File: src/sha_pkg.sv
// ----------------------------------------------------------------------------
// sha_pkg
// Shared types, constants and functions for the SHA-256 stream hasher.
// ----------------------------------------------------------------------------
package sha_pkg;

    typedef logic [31:0] t_word;

    typedef struct packed {
        logic [7:0] data_byte;
        logic       byte_valid;
        logic       last_byte;
    } t_in_item;

    typedef struct packed {
        logic [31:0] digest_word;
        logic [2:0]  word_index;
        logic        last_word;
    } t_out_item;

    // controller -> datapath
    typedef struct packed {
        logic       init;       // load IV, clear length
        logic       put;        // write byte into buffer
        logic [7:0] put_byte;
        logic       add_len;    // bump bit count by 8
        logic       latch_len;  // snapshot length for padding
        logic       start_cmp;  // load working vars from chain
        logic       round;      // run one round
        logic [5:0] round_idx;
        logic       finish_cmp; // add working vars into chain
    } t_dp_cmd;

    // datapath -> controller
    typedef struct packed {
        logic [5:0]  fill;
        logic [63:0] len;
    } t_dp_stat;

    localparam logic [7:0] PAD_BYTE = 8'h80;
    localparam logic [5:0] LEN_POS  = 6'd56;

    localparam t_word INIT_HASH [8] = '{
        32'h6a09e667, 32'hbb67ae85, 32'h3c6ef372, 32'ha54ff53a,
        32'h510e527f, 32'h9b05688c, 32'h1f83d9ab, 32'h5be0cd19
    };

    localparam t_word ROUND_K [64] = '{
        32'h428a2f98, 32'h71374491, 32'hb5c0fbcf, 32'he9b5dba5,
        32'h3956c25b, 32'h59f111f1, 32'h923f82a4, 32'hab1c5ed5,
        32'hd807aa98, 32'h12835b01, 32'h243185be, 32'h550c7dc3,
        32'h72be5d74, 32'h80deb1fe, 32'h9bdc06a7, 32'hc19bf174,
        32'he49b69c1, 32'hefbe4786, 32'h0fc19dc6, 32'h240ca1cc,
        32'h2de92c6f, 32'h4a7484aa, 32'h5cb0a9dc, 32'h76f988da,
        32'h983e5152, 32'ha831c66d, 32'hb00327c8, 32'hbf597fc7,
        32'hc6e00bf3, 32'hd5a79147, 32'h06ca6351, 32'h14292967,
        32'h27b70a85, 32'h2e1b2138, 32'h4d2c6dfc, 32'h53380d13,
        32'h650a7354, 32'h766a0abb, 32'h81c2c92e, 32'h92722c85,
        32'ha2bfe8a1, 32'ha81a664b, 32'hc24b8b70, 32'hc76c51a3,
        32'hd192e819, 32'hd6990624, 32'hf40e3585, 32'h106aa070,
        32'h19a4c116, 32'h1e376c08, 32'h2748774c, 32'h34b0bcb5,
        32'h391c0cb3, 32'h4ed8aa4a, 32'h5b9cca4f, 32'h682e6ff3,
        32'h748f82ee, 32'h78a5636f, 32'h84c87814, 32'h8cc70208,
        32'h90befffa, 32'ha4506ceb, 32'hbef9a3f7, 32'hc67178f2
    };

    function automatic t_word ror32(input t_word x, input int unsigned r);
        ror32 = (x >> r) | (x << (32 - r));
    endfunction

endpackage

File: src/sha_if.sv
// ----------------------------------------------------------------------------
// sha_in_if / sha_out_if
// Valid/ready channels for input bytes and digest words.
// ----------------------------------------------------------------------------
interface sha_in_if;
    import sha_pkg::*;
    logic     valid;
    logic     ready;
    t_in_item data;
    modport source  (output valid, output data, input ready);
    modport sink    (input valid, input data, output ready);
    modport monitor (input valid, input data, input ready);
endinterface

interface sha_out_if;
    import sha_pkg::*;
    logic      valid;
    logic      ready;
    t_out_item data;
    modport source  (output valid, output data, input ready);
    modport sink    (input valid, input data, output ready);
    modport monitor (input valid, input data, input ready);
endinterface

File: src/sha_datapath.sv
// ----------------------------------------------------------------------------
// sha_datapath
// Block buffer, schedule, working variables, chain value and bit count.
// ----------------------------------------------------------------------------
module sha_datapath (
    input  logic              i_clk,
    input  logic              i_rst_n,
    input  sha_pkg::t_dp_cmd  i_cmd,
    input  logic [2:0]        i_rd_idx,
    output logic [31:0]       o_rd_word,
    output sha_pkg::t_dp_stat o_stat
);
    import sha_pkg::*;

    // block buffer as 16 big-endian words, byte lanes written one at a time
    t_word       r_buf [16];
    t_word       r_w   [16];
    t_word       r_v   [8];
    t_word       r_h   [8];
    logic [5:0]  r_fill;
    logic [63:0] r_len;
    logic [63:0] r_len_snap;

    t_word w, s0, s1, t1, t2, ch, mj, a15, a2;
    logic [3:0] t4;

    always_comb begin
        t4  = i_cmd.round_idx[3:0];
        a15 = r_w[4'(t4 + 4'd1)];
        a2  = r_w[4'(t4 + 4'd14)];
        if (i_cmd.round_idx < 6'd16) begin
            w = r_buf[t4];
        end else begin
            w = r_w[t4]
              + (ror32(a15, 7) ^ ror32(a15, 18) ^ (a15 >> 3))
              + r_w[4'(t4 + 4'd9)]
              + (ror32(a2, 17) ^ ror32(a2, 19) ^ (a2 >> 10));
        end
        s1 = ror32(r_v[4], 6) ^ ror32(r_v[4], 11) ^ ror32(r_v[4], 25);
        ch = (r_v[4] & r_v[5]) ^ (~r_v[4] & r_v[6]);
        t1 = r_v[7] + s1 + ch + ROUND_K[i_cmd.round_idx] + w;
        s0 = ror32(r_v[0], 2) ^ ror32(r_v[0], 13) ^ ror32(r_v[0], 22);
        mj = (r_v[0] & r_v[1]) ^ (r_v[0] & r_v[2]) ^ (r_v[1] & r_v[2]);
        t2 = s0 + mj;
    end

    always_ff @(posedge i_clk) begin
        if (i_cmd.put) begin
            case (r_fill[1:0])
                2'd0: r_buf[r_fill[5:2]][31:24] <= i_cmd.put_byte;
                2'd1: r_buf[r_fill[5:2]][23:16] <= i_cmd.put_byte;
                2'd2: r_buf[r_fill[5:2]][15:8]  <= i_cmd.put_byte;
                default: r_buf[r_fill[5:2]][7:0] <= i_cmd.put_byte;
            endcase
        end
        if (i_cmd.latch_len) r_len_snap <= r_len;
        if (i_cmd.start_cmp) begin
            for (int i = 0; i < 8; i++) r_v[i] <= r_h[i];
        end
        if (i_cmd.round) begin
            r_w[t4] <= w;
            r_v[7] <= r_v[6]; r_v[6] <= r_v[5]; r_v[5] <= r_v[4];
            r_v[4] <= r_v[3] + t1;
            r_v[3] <= r_v[2]; r_v[2] <= r_v[1]; r_v[1] <= r_v[0];
            r_v[0] <= t1 + t2;
        end
    end

    always_ff @(posedge i_clk) begin
        if (!i_rst_n || i_cmd.init) begin
            for (int i = 0; i < 8; i++) r_h[i] <= INIT_HASH[i];
            r_fill <= '0;
            r_len  <= '0;
        end else begin
            if (i_cmd.put) r_fill <= r_fill + 6'd1;
            if (i_cmd.add_len) r_len <= r_len + 64'd8;
            if (i_cmd.finish_cmp) begin
                for (int i = 0; i < 8; i++) r_h[i] <= r_h[i] + r_v[i];
            end
        end
    end

    assign o_rd_word   = r_h[i_rd_idx];
    assign o_stat.fill = r_fill;
    assign o_stat.len  = r_len_snap;
endmodule

File: src/sha_ctrl.sv
// ----------------------------------------------------------------------------
// sha_ctrl
// Sequencer: byte intake, padding, 64 rounds per block, digest output.
// ----------------------------------------------------------------------------
module sha_ctrl (
    input  logic              i_clk,
    input  logic              i_rst_n,
    sha_in_if.sink            in_ch,
    sha_out_if.source         out_ch,
    input  sha_pkg::t_dp_stat i_stat,
    input  logic [31:0]       i_rd_word,
    output logic [2:0]        o_rd_idx,
    output sha_pkg::t_dp_cmd  o_cmd
);
    import sha_pkg::*;

    localparam logic [2:0] S_IDLE  = 3'd0;
    localparam logic [2:0] S_START = 3'd1;
    localparam logic [2:0] S_ROUND = 3'd2;
    localparam logic [2:0] S_PAD   = 3'd3;
    localparam logic [2:0] S_EMIT  = 3'd4;
    localparam logic [2:0] S_WAIT  = 3'd5;
    localparam logic [2:0] S_FIN   = 3'd6;

    logic [2:0] r_state, n_state;
    logic [5:0] r_round, n_round;
    logic       r_pad,   n_pad;     // finishing a message
    logic       r_zero,  n_zero;    // 0x80 already written
    logic       r_lenok, n_lenok;   // length slot of this block is live
    logic [2:0] r_widx,  n_widx;
    logic       r_ovld,  n_ovld;
    t_out_item  r_odata, n_odata;
    logic       acc;
    logic [5:0] fill_next;

    assign in_ch.ready  = (r_state == S_IDLE);
    assign acc          = in_ch.valid && in_ch.ready;
    assign out_ch.valid = r_ovld;
    assign out_ch.data  = r_odata;
    assign o_rd_idx     = r_widx;

    always_comb begin
        n_state = r_state;
        n_round = r_round;
        n_pad   = r_pad;
        n_zero  = r_zero;
        n_lenok = r_lenok;
        n_widx  = r_widx;
        n_ovld  = r_ovld;
        n_odata = r_odata;
        o_cmd   = '0;
        o_cmd.round_idx = r_round;
        fill_next = i_stat.fill + 6'd1;
        if (out_ch.valid && out_ch.ready) n_ovld = 1'b0;
        unique case (r_state)
            S_IDLE: begin
                if (acc) begin
                    n_pad   = in_ch.data.last_byte;
                    n_zero  = 1'b0;
                    n_lenok = 1'b0;
                    if (in_ch.data.byte_valid) begin
                        o_cmd.put      = 1'b1;
                        o_cmd.put_byte = in_ch.data.data_byte;
                        o_cmd.add_len  = 1'b1;
                        if (fill_next == 6'd0) n_state = S_START;
                        else if (in_ch.data.last_byte) n_state = S_PAD;
                    end else if (in_ch.data.last_byte) begin
                        n_state = S_PAD;
                    end
                end
            end
            S_PAD: begin
                o_cmd.put = 1'b1;
                if (!r_zero) begin
                    // length is snapped once, as the 0x80 pad byte is written
                    o_cmd.latch_len = 1'b1;
                    o_cmd.put_byte  = PAD_BYTE;
                    // 0x80 past the length slot pushes the length to the next block
                    n_lenok = (i_stat.fill < LEN_POS);
                end else if (i_stat.fill < LEN_POS || !r_lenok) begin
                    o_cmd.put_byte = 8'd0;
                end else begin
                    o_cmd.put_byte = i_stat.len[8*(7-i_stat.fill[2:0]) +: 8];
                end
                n_zero = 1'b1;
                if (fill_next == 6'd0) n_state = S_START;
            end
            S_START: begin
                o_cmd.start_cmp = 1'b1;
                n_round = '0;
                n_state = S_ROUND;
            end
            S_ROUND: begin
                o_cmd.round = 1'b1;
                n_round = r_round + 6'd1;
                if (r_round == 6'd63) n_state = S_FIN;
            end
            S_FIN: begin
                // fold working vars into the chain after the last round
                o_cmd.finish_cmp = 1'b1;
                n_widx = '0;
                if (!r_pad) n_state = S_IDLE;
                else if (r_zero && r_lenok) n_state = S_EMIT;
                else begin
                    n_lenok = r_zero;
                    n_state = S_PAD;
                end
            end
            S_EMIT: begin
                if (!r_ovld || (out_ch.valid && out_ch.ready)) begin
                    n_ovld = 1'b1;
                    n_odata.digest_word = i_rd_word;
                    n_odata.word_index  = r_widx;
                    n_odata.last_word   = (r_widx == 3'd7);
                    n_widx = r_widx + 3'd1;
                    if (r_widx == 3'd7) n_state = S_WAIT;
                end
            end
            S_WAIT: begin
                // last word in the output register; restart chain for next message
                o_cmd.init = 1'b1;
                n_pad   = 1'b0;
                n_state = S_IDLE;
            end
            default: n_state = S_IDLE;
        endcase
    end

    always_ff @(posedge i_clk) begin
        if (!i_rst_n) begin
            r_state <= S_IDLE;
            r_pad   <= 1'b0;
            r_zero  <= 1'b0;
            r_lenok <= 1'b0;
            r_ovld  <= 1'b0;
            r_widx  <= '0;
            r_round <= '0;
        end else begin
            r_state <= n_state;
            r_pad   <= n_pad;
            r_zero  <= n_zero;
            r_lenok <= n_lenok;
            r_ovld  <= n_ovld;
            r_widx  <= n_widx;
            r_round <= n_round;
        end
        r_odata <= n_odata;
    end
endmodule

File: src/sha256_stream_hasher_unit.sv
// ----------------------------------------------------------------------------
// sha256_stream_hasher_unit
// SHA-256 over a byte stream; digest out as eight 32-bit words.
// ----------------------------------------------------------------------------
// A byte that does not fill a block is only written to the buffer; a full block
//   adds a load step, 64 rounds and a fold step. On end of message, padding
//   writes one pad byte at a time and runs load, rounds and fold for each
//   padding block, then makes 8 word transfers and a restart step.
// Throughput: one byte per cycle, only while the sequencer is idle.
// Reset (i_rst_n low, synchronous): chain value to the initial hash, counts clear.
module sha256_stream_hasher_unit (
    input  logic      i_clk,
    input  logic      i_rst_n,
    sha_in_if.sink    in_ch,
    sha_out_if.source out_ch
);
    import sha_pkg::*;

    t_dp_cmd     cmd;
    t_dp_stat    stat;
    logic [2:0]  rd_idx;
    logic [31:0] rd_word;

    // sequencer
    sha_ctrl u_ctrl (
        .i_clk     (i_clk),
        .i_rst_n   (i_rst_n),
        .in_ch     (in_ch),
        .out_ch    (out_ch),
        .i_stat    (stat),
        .i_rd_word (rd_word),
        .o_rd_idx  (rd_idx),
        .o_cmd     (cmd)
    );

    // storage and round logic
    sha_datapath u_dp (
        .i_clk     (i_clk),
        .i_rst_n   (i_rst_n),
        .i_cmd     (cmd),
        .i_rd_idx  (rd_idx),
        .o_rd_word (rd_word),
        .o_stat    (stat)
    );
endmodule
File: src/flat_wrapper.sv
// flat-port wrapper written by rule: the top's interface ports become plain ports
module sha256_stream_hasher_unit_flat import sha_pkg::*;
  (i_clk, i_rst_n, in_ch_valid, in_ch_data, in_ch_ready, out_ch_valid, out_ch_data, out_ch_ready);
  sha_in_if in_ch_i ();
  sha_out_if out_ch_i ();
  input  logic i_clk;
  input  logic i_rst_n;
  input wire logic [$bits(in_ch_i.valid)-1:0] in_ch_valid;
  input wire logic [$bits(in_ch_i.data)-1:0] in_ch_data;
  output wire logic [$bits(in_ch_i.ready)-1:0] in_ch_ready;
  output wire logic [$bits(out_ch_i.valid)-1:0] out_ch_valid;
  output wire logic [$bits(out_ch_i.data)-1:0] out_ch_data;
  input wire logic [$bits(out_ch_i.ready)-1:0] out_ch_ready;
  assign in_ch_i.valid = in_ch_valid;
  assign in_ch_i.data = in_ch_data;
  assign in_ch_ready = in_ch_i.ready;
  assign out_ch_valid = out_ch_i.valid;
  assign out_ch_data = out_ch_i.data;
  assign out_ch_i.ready = out_ch_ready;
  sha256_stream_hasher_unit u_core (.i_clk(i_clk), .i_rst_n(i_rst_n), .in_ch(in_ch_i), .out_ch(out_ch_i));
endmodule
File: config.mk
export PLATFORM = sky130hd
export DESIGN_NAME = sha256_stream_hasher_unit_flat
export DESIGN_NICKNAME = d
export VERILOG_FILES = /design/src/sha_pkg.sv /design/src/sha_if.sv /design/src/sha_datapath.sv /design/src/sha_ctrl.sv /design/src/sha256_stream_hasher_unit.sv /design/src/flat_wrapper.sv
export SDC_FILE = /design/constraint.sdc
export NUM_CORES = 2
export LEC_CHECK = 0
export BUFFER_PORTS_ARGS = -buffer_cell sky130_fd_sc_hd__buf_2
export CORE_MARGIN = 2
export CORE_UTILIZATION = 45
export DETAILED_ROUTE_END_ITERATION = 6
export PLACE_DENSITY = 0.62
export SYNTH_ARGS = -nofsm -noshare
export SYNTH_HDL_FRONTEND = slang
export SYNTH_SLANG_ARGS = --single-unit
export TNS_END_PERCENT = 100
File: constraint.sdc
create_clock -name i_clk -period 17.4 [get_ports i_clk]
set_clock_uncertainty 0.15 [all_clocks]
set_input_delay 3.48 -clock i_clk [delete_from_list [all_inputs] [get_ports i_clk]]
set_output_delay 3.48 -clock i_clk [all_outputs]
set_load 0.05 [all_outputs]
* Word-level counts from Yosys, hierarchy flattened
Memories as Yosys holds them, arrays and structs flattened. A register that Yosys moved wholly into a read port is not among the register bits.
Cells that the tools add are included.
** Word-level totals
- Register bits after elaboration :: 154
- RAM bits :: 1536
- Bits in read-only memories :: 2048
- Output and inout bits :: 38
- Logic and storage cells :: 214
- Memories kept :: 5
** Memories
- (name not given) :: words 64, width 32, read ports 1, clocked after Yosys merged registers in 0, wr ports 0, line sha_datapath.sv:41 : t1 = r_v[7] + s1 + ch + ROUND_K[i_cmd.round_idx] + w;
- u_core.u_dp.r_buf :: words 16, width 32, read ports 1, clocked after Yosys merged registers in 1, wr ports 1, line sha_datapath.sv:16 : t_word r_buf [16];
- u_core.u_dp.r_w :: words 16, width 32, read ports 4, clocked after Yosys merged registers in 1, wr ports 1, line sha_datapath.sv:17 : t_word r_w [16];
- u_core.u_dp.r_h :: words 8, width 32, read ports 9, clocked after Yosys merged registers in 1, wr ports 8, line sha_datapath.sv:19 : t_word r_h [8];
- u_core.u_dp.r_v :: words 8, width 32, read ports 8, clocked after Yosys merged registers in 0, wr ports 8, line sha_datapath.sv:18 : t_word r_v [8];
** Operators by class
- Add/sub/neg operators :: 26
- Magnitude comparators :: 3
- Equal/unequal tests :: 18
- Shifts and indexed selects :: 1
- Mux-type cells :: 81
- Bitwise operators :: 44
- Reduce and logical (&&, ||, !) cells :: 24
** Operators with widths (count)
- 32-bit two-way mux :: 19
- 32-bit adder :: 18
- 32-bit bitwise XOR :: 9
- 32-bit bitwise AND :: 5
- 64-bit by 4-bit adder with 64-bit output, second input constant :: 1
- 64-bit by 33-bit variable part select with 8-bit output :: 1
- 1-bit two-way mux :: 36
- 3-bit two-way mux :: 11
- 32-bit NOT :: 1
- 10-bit by 32-bit OR with 32-bit output :: 1
- 13-bit by 32-bit OR with 32-bit output :: 1
- 14-bit by 32-bit OR with 32-bit output :: 1
- 15-bit by 32-bit OR with 32-bit output :: 1
- 19-bit by 32-bit OR with 32-bit output :: 1
- 21-bit by 32-bit OR with 32-bit output :: 1
- 25-bit by 32-bit OR with 32-bit output :: 1
- 26-bit by 32-bit OR with 32-bit output :: 1
- 30-bit by 32-bit OR with 32-bit output :: 1
- 7-bit by 32-bit OR with 32-bit output :: 1
- 32-bit by 22-bit bitwise XOR with 32-bit output :: 1
- 32-bit by 29-bit bitwise XOR with 32-bit output :: 1
- 10-bit two-way mux :: 2
- 3-bit one-hot mux with 6 select lines :: 1
- 9-bit one-hot mux with 2 select lines :: 1
- 35 further kinds :: 80

* Longest topological paths before layout
An unclocked memory read counts as a cell.
- Depth after elaboration :: 12
- Mapped depth :: 64
- Gate-level depth less buffers :: 54

* Modules after synthesis
A second synthesis with hierarchy kept.
** Second synthesis, totals
- Cell total of the unflattened synthesis :: 7649
- Area total of the unflattened synthesis :: 103473.0 µm²
** By module, submodules not included
- sha_datapath :: times used 1, cells an instance 7445, area each 100913.0 µm²
- sha_ctrl :: times used 1, cells an instance 204, area each 2560.0 µm²

* Least setup slack after synthesis
OpenSTA, ideal clock, no wires.
- Path type :: reg-to-reg
- From :: register u_core.u_ctrl.r_round[1]
- To :: memory u_core.u_dp.r_v[0][30] in the netlist's numbering, data pin
- Library setup time :: 266 ps
- Arrival :: 13807 ps
- Data required time :: 16984 ps
- Path slack :: 3177 ps
- Cell stages (with the launch flop) :: 59
- Buffers on the path :: 8
- Clock period less this slack :: 14223 ps
- Cell sequence :: dfxtp_1 > clkbuf_1 > clkbuf_1 > clkbuf_1 > clkbuf_1 > inv_1 > ha_1 > buf_4 > buf_4 > buf_2 > buf_1 > mux4_2 > mux4_2 > xnor2_1 > xnor2_1 > fa_1 > fa_1 > ha_1 > [... 23 more ...] > a21o_1 > a21o_1 > xnor2_1 > inv_2 > fa_1 > inv_1 > ha_1 > a21o_1 > a21o_1 > a21oi_1 > o21ai_0 > a221oi_1 > a311oi_1 > a41o_1 > or4_1 > a31oi_1 > xor2_1 > o21ai_1
** RTL lines
- start, declared :: line sha_ctrl.sv:26 : logic [5:0] r_round, n_round;
- start signal, assigned :: line sha_ctrl.sv:145 : r_round <= n_round;
- end, declared :: line sha_datapath.sv:18

==> results.yml <==
synthesis:
  synth_area_mm2: 0.104
  synthTopCellsByArea: "edfxtp_1, mux4_2, ha_1"
  yosysTopAreaCellShare_pct: 47.2
  synth_nets: 8680
  ys.flop_type: "edfxtp_1"
  synth_enable_flop_cells: 1633
  ys_async_sr_fraction_pct: 0
  synth_seq_cells: 1720
  yosysMostFrequentCell: "edfxtp_1"
  synth_common_cells: "edfxtp_1, nand2_1, mux4_2"
  yosys.area.top_type: "edfxtp_1"
  yosys_warnings: 0
  ys_seq_area_share_pct: 48.9
  synthCells: 8060
  synth_cell_types: 97
  syn_area_per_cell_um2: 12.9
critical_path:
  r2r_cells: 48
  cp.required_ps: 17830
  critPathArrivalTime_ps: 16120
  slowest_delay_ps: 850
  critical_path_class: "reg2reg"
  worstSetupEndpointType: "flop"
  reg2reg_to: "u_core.u_dp.r_v[0][30]"
  r2r-start: "u_core.u_ctrl.r_round[1]"
  crit_path_start: "u_core.u_ctrl.r_round[1]"
  r2r_slack_ps: 1710
  worst_path_max_delay_cell: "ha_4"
  start_kind: "flop"
  cp_common_cell: "inv_1"
  crit_fanout: 46
global_route:
  overflow: 0
  grt_pass1_wl_um: 467000
  grt_max_degree: 140
  antenna_found_initial: 13
  grt.total_usage_pct: 26.9
  grt_pass1_vias: 68909
clock_tree:
  cts.clk_slew.worst_paths_ps: 60
  cts_setup_buffers: 0
  cts_tree: "yes"
  cts_hold_buf: 0
  htree_levels: 4
  numCtsBuffers: 188
  cts-root-buf: "clkbuf_16"
  cts_resized: 0
  cts_buffer_depth: 3
  clock-sinks: 1720
  clk_latency_ps: 880
die:
  start_util_pct: 45.2
  die-area_mm2: 0.235
  core_mm2: 0.230
  core.rowCount: 176
  die_w_um: 484
  io_pins: 52
  fp.dieH_um: 484
timing:
  period_share_pct: 90.2
  fmax_mhz: 63.7
  rsz0062_at_grt: "false"
  slew-limit-headroom_pct: 16.3
  hold_viol: 0
  drv_slew: 0
  setup_tns_ps: 0
  setup_viol: 0
  final.min_clock_period_ps: 15690
  tightest_slew_ps: 1250
final_layout:
  final_nets: 8624
  area_delta_synth_final_pct: 9.75
  final_layout_size_suffix_gt1_share_pct: 16.8
detailed_routing:
  drc: 0
  viasPerCell: 6.21
  detail_route.iter0.violations: 7478
  drtAntennaViolNets: 0
  wire_per_inst_um: 28.4
  drt_pass1_iterations: 6
  vias: 69497
  drt-total-wl_um: 318000
placed_design:
  gp_congestion: 0.963
  dpl.hpwl_um: 224000
  numPortBuffers: 51
worst_hold_path:
  min_to: "u_core.u_dp.r_len_snap[63]"
  hold_path.class: "reg2reg"
  whs_path_depth: 0
  holdCritStartpoint: "u_core.u_dp.r_len[63]"
flow_run:
  drv_cap: 0
run_status:
  outcome: "finished, final reports clean"
[worst max-delay path by stage]
stage	endpoint	slack, ps	cells after the start
after floorplan	u_core.u_dp.r_v[0][30]	3180	58
after global placement	u_core.u_dp.r_v[0][30]	2260	48
after detailed placement	u_core.u_dp.r_v[0][30]	2040	48
after CTS	u_core.u_dp.r_v[0][30]	2020	48
after global routing	u_core.u_dp.r_v[0][30]	1100	48
final	u_core.u_dp.r_v[0][30]	1710	48
[through the flow]
step / instance area [µm²] / util (%) / cells / setup WS (ps) / hold WS (ps)
floorplan: 104000 / - / 8060 / 3180 / 278
global placement: 108000 / 46.8 / 10840 / 2260 / 296
detailed placement: 108000 / 46.8 / 10840 / 2040 / 291
CTS: 114000 / 49.6 / 11189 / 2020 / 306
global route: 114000 / 49.6 / 11199 / 1100 / 325
finish: 114000 / 49.6 / 11200 / 1710 / 310
[registers in the layout, summed over array words and instances (netlist names), named ones only]
signal,count
u_core.u_ctrl.out_ch.valid,1
u_core.u_ctrl.r_pad,1
u_core.u_dp.r_len_snap,61
u_core.u_ctrl.r_lenok,1
u_core.u_dp.r_fill,6
u_core.u_ctrl.out_ch.data,36
u_core.u_dp.r_buf,512
u_core.u_dp.r_len,61
u_core.u_dp.r_h,256
u_core.u_ctrl.r_zero,1
u_core.u_ctrl.r_state,3
u_core.u_ctrl.r_round,6
u_core.u_dp.r_v,256
u_core.u_ctrl.o_rd_idx,3
u_core.u_dp.r_w,512
[cell type report]
type	instances	area, µm²
fillers	19590	116000
flip-flops and latches	1720	50800
multi-input cells	5457	49900
clock buffers	228	4900
well taps	3026	3790
inverters	464	1750
clock inverters	121	1470
repair buffers	173	1250
diodes	11	27.5
[layout by cell type (no fill, tap or decap), types with 30 or more instances in the layout]
cell       synthesis  routed
clkbuf_1         306      37
nand3_1           91      90
clkbuf_16          0     189
a211oi_1          43      43
fa_1             196     196
buf_4              2     116
a31oi_1           52      52
inv_1            430     429
xnor2_1          364     364
mux4_2           741     741
a21o_1           199     199
nand2_1         1091    1090
edfxtp_1        1633    1633
nor2_1           440     430
ha_1             410     406
a21oi_1          324     324
mux2i_1           31      31
dfxtp_1           87      74
nor2b_1           65      65
or3_1             40      40
nand2b_1          70      70
xor2_1           245     245
o21ai_0          258     250
clkinv_2           3      43
buf_2             32      51
o21ai_1          126     125
nor3_1           107      97
clkinv_1           3      36
o21a_1            61      60
mux2_2            60      60
and3_1            44      42
o21bai_1          37      37
and2_1            30      30
[metal layers]
| metal | global-route usage (%) | vias to the layer above | part of all wire [%] |
|---|---|---|---|
| met1 | 36.6 | 35572 | 40 |
| li1 | - | 30122 | - |
| met3 | 4.16 | 546 | 8.0 |
| met2 | 43.1 | 3251 | 47 |
| met5 | 0 | - | 0.011 |
| met4 | 11.3 | 6 | 4.5 |
[logic make-up (layout without fill, tap and decap cells)]
kind of cell               count (synthesis)  count (layout)  share of synthesized area, %
other                                      0              11                             0
muxes                                    840             840                          17.2
xor gates and xnor gates                 612             612                          5.18
AOI/OAI and AO/OA                       1318            1318                          7.97
buffers and inverters                    883             986                          3.29
and+or+nand+nor                         2078            2078                          8.69
adders and majority gates                609             609                          8.75
DFF                                     1720            1720                          48.9
[worst max-delay path: cells and delay by family (launching register included)]
kind	cells	cell delay [ps]
simple gates	8	2120
buf+inv	10	1620
xor+xnor	5	1030
flops	1	770
fa+ha+maj	10	4870
mux	2	1190
compound gates	13	3410
Power is not shown: default switching activity piles up to over one toggle a cycle in this logic, so the estimate is an artifact.
